==> src/design/ufc_pkg.sv <==
// Shared types, constants and helpers for the UART frame collector.
`timescale 1ns / 1ps

package ufc_pkg;

    localparam int MAX_FRAME = 256;
    localparam int LEN_W     = 9;
    localparam int BYTE_W    = 8;
    localparam int IDX_W     = 2;
    localparam int OUT_W     = 32;

    localparam logic [LEN_W-1:0] LEN_CAP = LEN_W'((MAX_FRAME < 256) ? MAX_FRAME : 256);
    localparam logic [LEN_W-1:0] DEFAULT_LEN_RST = 9'd256;

    localparam logic [BYTE_W-1:0] CHAR_NUL = 8'h00;
    localparam logic [BYTE_W-1:0] CHAR_LF  = 8'h0A;
    localparam logic [BYTE_W-1:0] CHAR_CR  = 8'h0D;

    typedef enum logic [IDX_W-1:0] {
        REG_PREFIX_EN = 2'd0,
        REG_DROP_LINE = 2'd1,
        REG_DEF_LEN   = 2'd2
    } reg_idx_t;

    typedef enum logic [1:0] {
        ST_READY = 2'd0,
        ST_BUSY  = 2'd1,
        ST_DONE  = 2'd2
    } rx_status_t;

    typedef struct packed {
        logic             prefix_en;
        logic             drop_line;
        logic [LEN_W-1:0] eff_len;
        logic             rearm;
        logic [LEN_W-1:0] rearm_len;
    } cfg_t;

    typedef struct packed {
        logic              byte_stored;
        logic [BYTE_W-1:0] store_index;
        logic [BYTE_W-1:0] store_value;
        logic              frame_done;
        logic [LEN_W-1:0]  frame_length;
        rx_status_t        rx_status;
    } result_t;

    function automatic logic [LEN_W-1:0] clamp_len(input logic [LEN_W-1:0] v);
        logic [LEN_W-1:0] r;
        begin
            if (v == '0)
                r = 9'd1;
            else if (v > LEN_CAP)
                r = LEN_CAP;
            else
                r = v;
            return r;
        end
    endfunction

    localparam logic [LEN_W-1:0] RESET_LEN = clamp_len(DEFAULT_LEN_RST);

endpackage

==> src/design/ufc_cfg_regs.sv <==
// Configuration registers of the frame collector.
`timescale 1ns / 1ps

module ufc_cfg_regs (
    input  logic                       clk,
    input  logic                       rst_n,
    input  logic                       cfg_we,
    input  logic [ufc_pkg::IDX_W-1:0]  cfg_index,
    input  logic [ufc_pkg::LEN_W-1:0]  cfg_data,
    output ufc_pkg::cfg_t              cfg
);
    import ufc_pkg::*;

    logic             prefix_en_reg;
    logic             drop_line_reg;
    logic [LEN_W-1:0] eff_len_reg;
    logic [LEN_W-1:0] wr_len;

    assign wr_len = clamp_len(cfg_data);

    always_ff @(posedge clk or negedge rst_n)
    begin
        if (!rst_n)
        begin
            prefix_en_reg <= 1'b0;
            drop_line_reg <= 1'b0;
            eff_len_reg   <= RESET_LEN;
        end
        else if (cfg_we)
        begin
            case (cfg_index)
                REG_PREFIX_EN: prefix_en_reg <= cfg_data[0];
                REG_DROP_LINE: drop_line_reg <= cfg_data[0];
                REG_DEF_LEN:   eff_len_reg   <= wr_len;
                default:       ;
            endcase
        end
    end

    always_comb
    begin
        cfg.prefix_en = prefix_en_reg;
        cfg.drop_line = drop_line_reg;
        cfg.eff_len   = eff_len_reg;
        // prefix mode or length writes restart the frame
        cfg.rearm     = cfg_we && (cfg_index == REG_PREFIX_EN || cfg_index == REG_DEF_LEN);
        cfg.rearm_len = (cfg_index == REG_DEF_LEN) ? wr_len : eff_len_reg;
    end

endmodule

==> src/design/ufc_frame_ctrl.sv <==
// Frame state and per-byte update of the frame collector.
`timescale 1ns / 1ps

module ufc_frame_ctrl (
    input  logic                        clk,
    input  logic                        rst_n,
    input  ufc_pkg::cfg_t               cfg,
    input  logic                        step,
    input  logic [ufc_pkg::BYTE_W-1:0]  rx_byte,
    output ufc_pkg::result_t            result
);
    import ufc_pkg::*;

    logic [LEN_W-1:0] target_reg, target_next;
    logic [LEN_W-1:0] remain_reg, remain_next;
    logic             prefix_taken_reg, prefix_taken_next;
    rx_status_t       status_reg, status_next;

    logic             line_char;
    logic [LEN_W-1:0] pos;

    always_ff @(posedge clk or negedge rst_n)
    begin
        if (!rst_n)
        begin
            target_reg       <= RESET_LEN;
            remain_reg       <= RESET_LEN;
            prefix_taken_reg <= 1'b0;
            status_reg       <= ST_READY;
        end
        else if (cfg.rearm)
        begin
            target_reg       <= cfg.rearm_len;
            remain_reg       <= cfg.rearm_len;
            prefix_taken_reg <= 1'b0;
        end
        else if (step)
        begin
            target_reg       <= target_next;
            remain_reg       <= remain_next;
            prefix_taken_reg <= prefix_taken_next;
            status_reg       <= status_next;
        end
    end

    assign line_char = (rx_byte == CHAR_NUL) || (rx_byte == CHAR_LF) || (rx_byte == CHAR_CR);
    assign pos       = target_reg - remain_reg;

    always_comb
    begin
        target_next         = target_reg;
        remain_next         = remain_reg;
        prefix_taken_next   = prefix_taken_reg;
        status_next         = status_reg;
        result.byte_stored  = 1'b0;
        result.store_index  = '0;
        result.store_value  = '0;
        result.frame_done   = 1'b0;
        result.frame_length = '0;
        result.rx_status    = status_reg;

        if (cfg.prefix_en && !prefix_taken_reg)
        begin
            // zero length byte is skipped, next byte is read as length again
            if (rx_byte != '0)
            begin
                target_next       = clamp_len({1'b0, rx_byte});
                remain_next       = target_next;
                prefix_taken_next = 1'b1;
            end
        end
        else if (cfg.drop_line && line_char)
        begin
            // discarded
        end
        else
        begin
            if (line_char && (remain_reg != target_reg))
            begin
                // early end: length is what was stored so far
                target_next = pos;
                remain_next = '0;
            end
            else
            begin
                result.byte_stored = 1'b1;
                result.store_index = pos[BYTE_W-1:0];
                result.store_value = rx_byte;
                if (remain_reg != '0)
                    remain_next = remain_reg - 9'd1;
            end

            if (remain_next == '0)
            begin
                result.frame_done   = 1'b1;
                result.frame_length = target_next;
                result.rx_status    = ST_DONE;
                target_next         = cfg.eff_len;
                remain_next         = cfg.eff_len;
                prefix_taken_next   = 1'b0;
                status_next         = ST_BUSY;
            end
        end
    end

endmodule

==> src/design/uart_rx_frame_collector_unit.sv <==
// Top level of the UART frame collector: input and result registers around the frame logic.
`timescale 1ns / 1ps

// Channel   | Dir | Handshake          | Payload
// s_axis    | in  | s_axis_tvalid/ready| tdata[7:0] rx_byte
// m_axis    | out | m_axis_tvalid/ready| tdata 28 bits used, tlast = frame_done
// cfg       | in  | cfg_we             | cfg_index, cfg_data (9 bits)
//
// One item per cycle sustained while the output is not stalled; one result per item,
// passed through the input register, then the result register. The frame state
// updates when an item moves from the input register into the result register.
// Reset clears all control state; the frame arms with the default length 256.
// A stalled output holds its result and the input register still takes one item.

module uart_rx_frame_collector_unit (
    input  logic                        clk,
    input  logic                        rst_n,
    input  logic                        s_axis_tvalid,
    output logic                        s_axis_tready,
    input  logic [7:0]                  s_axis_tdata,  // [7:0] rx_byte
    output logic                        m_axis_tvalid,
    input  logic                        m_axis_tready,
    // [0] byte_stored, [8:1] store_index, [16:9] store_value,
    // [25:17] frame_length, [27:26] rx_status, [31:28] zero
    output logic [ufc_pkg::OUT_W-1:0]   m_axis_tdata,
    output logic                        m_axis_tlast,  // frame_done
    input  logic                        cfg_we,
    input  logic [ufc_pkg::IDX_W-1:0]   cfg_index,
    input  logic [ufc_pkg::LEN_W-1:0]   cfg_data
);
    import ufc_pkg::*;

    cfg_t              cfg;
    result_t           result;

    logic              in_valid_reg;
    logic [BYTE_W-1:0] in_byte_reg;
    logic              out_valid_reg;
    logic [OUT_W-1:0]  out_data_reg;
    logic              out_last_reg;
    logic              advance;

    assign advance       = in_valid_reg && (!out_valid_reg || m_axis_tready);
    assign s_axis_tready = !in_valid_reg || advance;

    ufc_cfg_regs u_cfg (
        .clk       (clk),
        .rst_n     (rst_n),
        .cfg_we    (cfg_we),
        .cfg_index (cfg_index),
        .cfg_data  (cfg_data),
        .cfg       (cfg)
    );

    ufc_frame_ctrl u_ctrl (
        .clk     (clk),
        .rst_n   (rst_n),
        .cfg     (cfg),
        .step    (advance),
        .rx_byte (in_byte_reg),
        .result  (result)
    );

    always_ff @(posedge clk or negedge rst_n)
    begin
        if (!rst_n)
        begin
            in_valid_reg  <= 1'b0;
            out_valid_reg <= 1'b0;
        end
        else
        begin
            if (s_axis_tready)
                in_valid_reg <= s_axis_tvalid;
            if (advance)
                out_valid_reg <= 1'b1;
            else if (m_axis_tready)
                out_valid_reg <= 1'b0;
        end
    end

    always_ff @(posedge clk)
    begin
        if (s_axis_tready && s_axis_tvalid)
            in_byte_reg <= s_axis_tdata;
        if (advance)
        begin
            out_data_reg <= {4'd0, result.rx_status, result.frame_length,
                             result.store_value, result.store_index, result.byte_stored};
            out_last_reg <= result.frame_done;
        end
    end

    assign m_axis_tvalid = out_valid_reg;
    assign m_axis_tdata  = out_data_reg;
    assign m_axis_tlast  = out_last_reg;

endmodule

==> config.mk <==
export PLATFORM = sky130hd
export DESIGN_NAME = uart_rx_frame_collector_unit
export DESIGN_NICKNAME = d
export VERILOG_FILES = /design/src/design/ufc_pkg.sv /design/src/design/ufc_cfg_regs.sv /design/src/design/ufc_frame_ctrl.sv /design/src/design/uart_rx_frame_collector_unit.sv
export SDC_FILE = /design/constraint.sdc
export NUM_CORES = 1
export LEC_CHECK = 0
export BUFFER_PORTS_ARGS = -buffer_cell sky130_fd_sc_hd__buf_2
export CORE_UTILIZATION = 58
export CTS_CLUSTER_DIAMETER = 150
export DETAILED_ROUTE_END_ITERATION = 12
export PLACE_DENSITY = 0.81
export SLEW_MARGIN = 20
export SYNTH_ARGS = -nofsm -noshare
export SYNTH_HDL_FRONTEND = slang
export SYNTH_SLANG_ARGS = --single-unit
==> constraint.sdc <==
create_clock -name clk -period 2.95 [get_ports clk]
set_input_delay 0.295 -clock clk [delete_from_list [all_inputs] [get_ports clk]]
set_output_delay 0.295 -clock clk [all_outputs]
set_load 0.005 [all_outputs]
==> run metrics <==
DRT antenna net count=0; DR WL/cell=17.9 um; Avg Synthesized Cell Area=10.0 um^2; VDD IR-drop max=0.369 mV; sequential area share after synthesis=0.472; Layout area overhead=14.8%; setup TNS=0 ns; pre-CTS WS=0.0762 ns; CP arrival=2.99 ns; Async SR Flop Fraction=0.478; CP startpoint=u_ctrl.remain_reg[2]$_DFFE_PN0P_; Pwr Density=872 mW/mm^2; crit path time final=2.79 ns; final worst clock skew=0.0105 ns; layout cells sized above 1=0.248; outcome=finished, violations left; Slowest-stage cell, CP=dfrtp_1; row count=30; fillers=536; EDFF count, synth=36; Sink Count=69; PortBufs=54; post-route setup slack=0.160 ns; ys flop type=edfxtp_1; critical path capture point type=register; boundary pin count=59; initial core utilization=0.599; die height=85.6 um; Final Setup Violations=0; Design Area, Final=0.00465 mm^2; unrepaired setup endpoints after global routing=false; clk_lat worst skew=0.35 ns; DP Wirelength=7250 um; Bufs and invs on worst path=1; Clock transition at path regs=0.08 ns; Mapped Cells=405; Overflow after GRT=0; max reg flops=27; antenna cells=0; Die Area=0.00732 mm^2; Vias/cell=6.22; Post-DP Area=0.00444 mm^2; first-pass detailed-route iteration total=9; clock root buffer=clkbuf_8; Die Span X=85.6 um; Leakage=1.96 nW; Peak Freq=0.358 GHz; Max FO, Critical Path=7; Post-Route WL=9940 um; Setup CP Type=register to register; initial DRC count=273; Final Max Slew Viols=0; delay-heaviest family, CP=compound AO/OA/AOI/OAI gates; H-tree level count=3; initial antenna violation count=0; GRT Total Usage=0.292; slew margin rel.=0.342; Mapped Area=0.00405 mm^2; DRC errors left=1; area occupied by multi-input gates=0.00197 mm^2; WP data required=3.15 ns; CTS tree=yes; clock tree buffer depth=2; total core area=0.00676 mm^2; cells along the critical path=inv_1, ha_1, nor2b_1, o21ai_0, a21oi_1, a2111oi_2, xnor2_1, or3_1, a21oi_1; reg2reg start=u_ctrl.remain_reg[2]$_DFFE_PN0P_; Worst Tran Pin Value=0.986 ns; Worst Hold Class=input pin to async pin; most frequent cells in the layout=buf_2 (54), nor2_1 (43), edfxtp_1 (36); register bit total from synthesis=69; GPL Wtd Cong=0.950; vias in the first global route=3,334; CP startpoint kind=register; YS warnings=0; total area of sequential cells=0.00191 mm^2; most common cell after layout, fill and taps aside=buf_2; Crit path top cell by count=a21oi_1; failing checks=design-rule violations; period utilization=0.946; final hold violation count=0; NumNets Final=505; vias=3,452; max_cap viols=0; largest net degree at the start of global routing=34; CTS buffer count=9; number of distinct library cells after synthesis=74; first-pass GRT wire length=16,300 um; worst stage delay on the critical path=0.49 ns
-- power breakdown --
| part | switching (mW) | internal, mW |
|---|---|---|
| clock | 0.366 | 0.394 |
| combinational | 0.999 | 0.746 |
| sequential | 0.239 | 1.31 |
-- timing repair --
action / CTS / global route
endpoints found under the setup margin: 0 / 12
resized for setup: 0 / 4
hold buffers: 0 / 0
setup buffers: 0 / 1
-- worst reg2reg max path, delay by kind of cell, from the launching register on --
kind                     cells  cell delay (ns)
flip-flops                   1             0.49
adder cells (fa/ha/maj)      1             0.38
XOR/XNOR                     1             0.14
AND/OR/NAND/NOR              2             0.47
AO/OA/AOI/OAI                4             1.06
buffers and inverters        1             0.12
-- metal layers --
| metal | vias up | track usage | routed length [um] |
|---|---|---|---|
| met3 | 31 | 0.0606 | 742 |
| li1 | 1617 | - | - |
| met5 | - | 0 | 0 |
| met1 | 1619 | 0.363 | 4160 |
| met2 | 185 | 0.492 | 4700 |
| met4 | 0 | 0.130 | 342 |
-- Yosys cell counts (all sizes together), types with 2 or more instances --
cell type,n,share of area
nand3,10,0.014
o211ai,6,0.012
a21o,5,0.0093
o41ai,2,0.0090
nor4,5,0.011
and2,7,0.011
a21oi,32,0.040
o22ai,5,0.0077
a221oi,2,0.0074
a31oi,2,0.0031
xnor2,4,0.0086
a211oi,5,0.0093
or3,3,0.0053
o31ai,3,0.010
mux2,5,0.014
o21a,3,0.0056
buf,11,0.023
nand2b,13,0.020
clkbuf,9,0.0083
nor3,11,0.014
dfstp,3,0.019
xor2,4,0.0086
nor2b,6,0.0093
and3,8,0.012
inv,19,0.018
nand4,3,0.0046
a221o,2,0.0049
a22o,2,0.0043
edfxtp,36,0.27
nand2,30,0.030
nand3b,3,0.0056
mux2i,2,0.0049
dfrtp,30,0.19
a22oi,2,0.0049
or4,5,0.010
nor2,44,0.043
or4b,2,0.0059
o21ai,33,0.042
ha,10,0.031
-- metrics by stage --
stage                     power (mW)  instances   util  hold WS, ns
after detailed placement        3.23        538  0.656        0.409
final                           4.06        555  0.688       0.0259
after floorplan                 2.74        408      -    -0.000591
after global placement          3.17        538  0.656        0.410
after CTS                       4.00        554  0.685       0.0445
after global routing            4.32        555  0.688       0.0819
-- final timing paths --
kind                            cells after the start  slack (ns)                                to
worst min register to register                      1        0.48  u_ctrl.status_reg[0]$_DFFE_PN0P_
max in group asynchronous                           1        2.44  u_ctrl.remain_reg[5]$_DFFE_PN0P_
worst max-delay path                                9        0.16    m_axis_tdata[25]$_SDFFCE_PP0P_
worst min-delay path                                1        0.03          in_valid_reg$_DFFE_PN0N_
worst max register to register                      9        0.16    m_axis_tdata[25]$_SDFFCE_PP0P_
min in group clk                                    1        0.12          in_byte_reg[7]$_DFFE_PP_
-- area by class of cell --
cell class                 instances  area share
inverter                          19      0.0153
clock inverter                     5      0.0129
tap                               80      0.0215
multi-input combinational        300       0.423
clock buffer                      11      0.0283
timing repair buffer              71      0.0883
sequential                        69       0.411
-- cell families after synthesis --
logic type                 Yosys count  synth area share
and+or+nand+nor                    156             0.208
buffers and inverters               39            0.0494
DFF                                 69             0.472
adders and majority gates           11            0.0358
other                                1          0.000926
muxes                                7            0.0188
AOI/OAI and AO/OA                  114             0.198
xor gates and xnor gates             8            0.0173
Note: power is estimated with default switching activity, not from simulation.
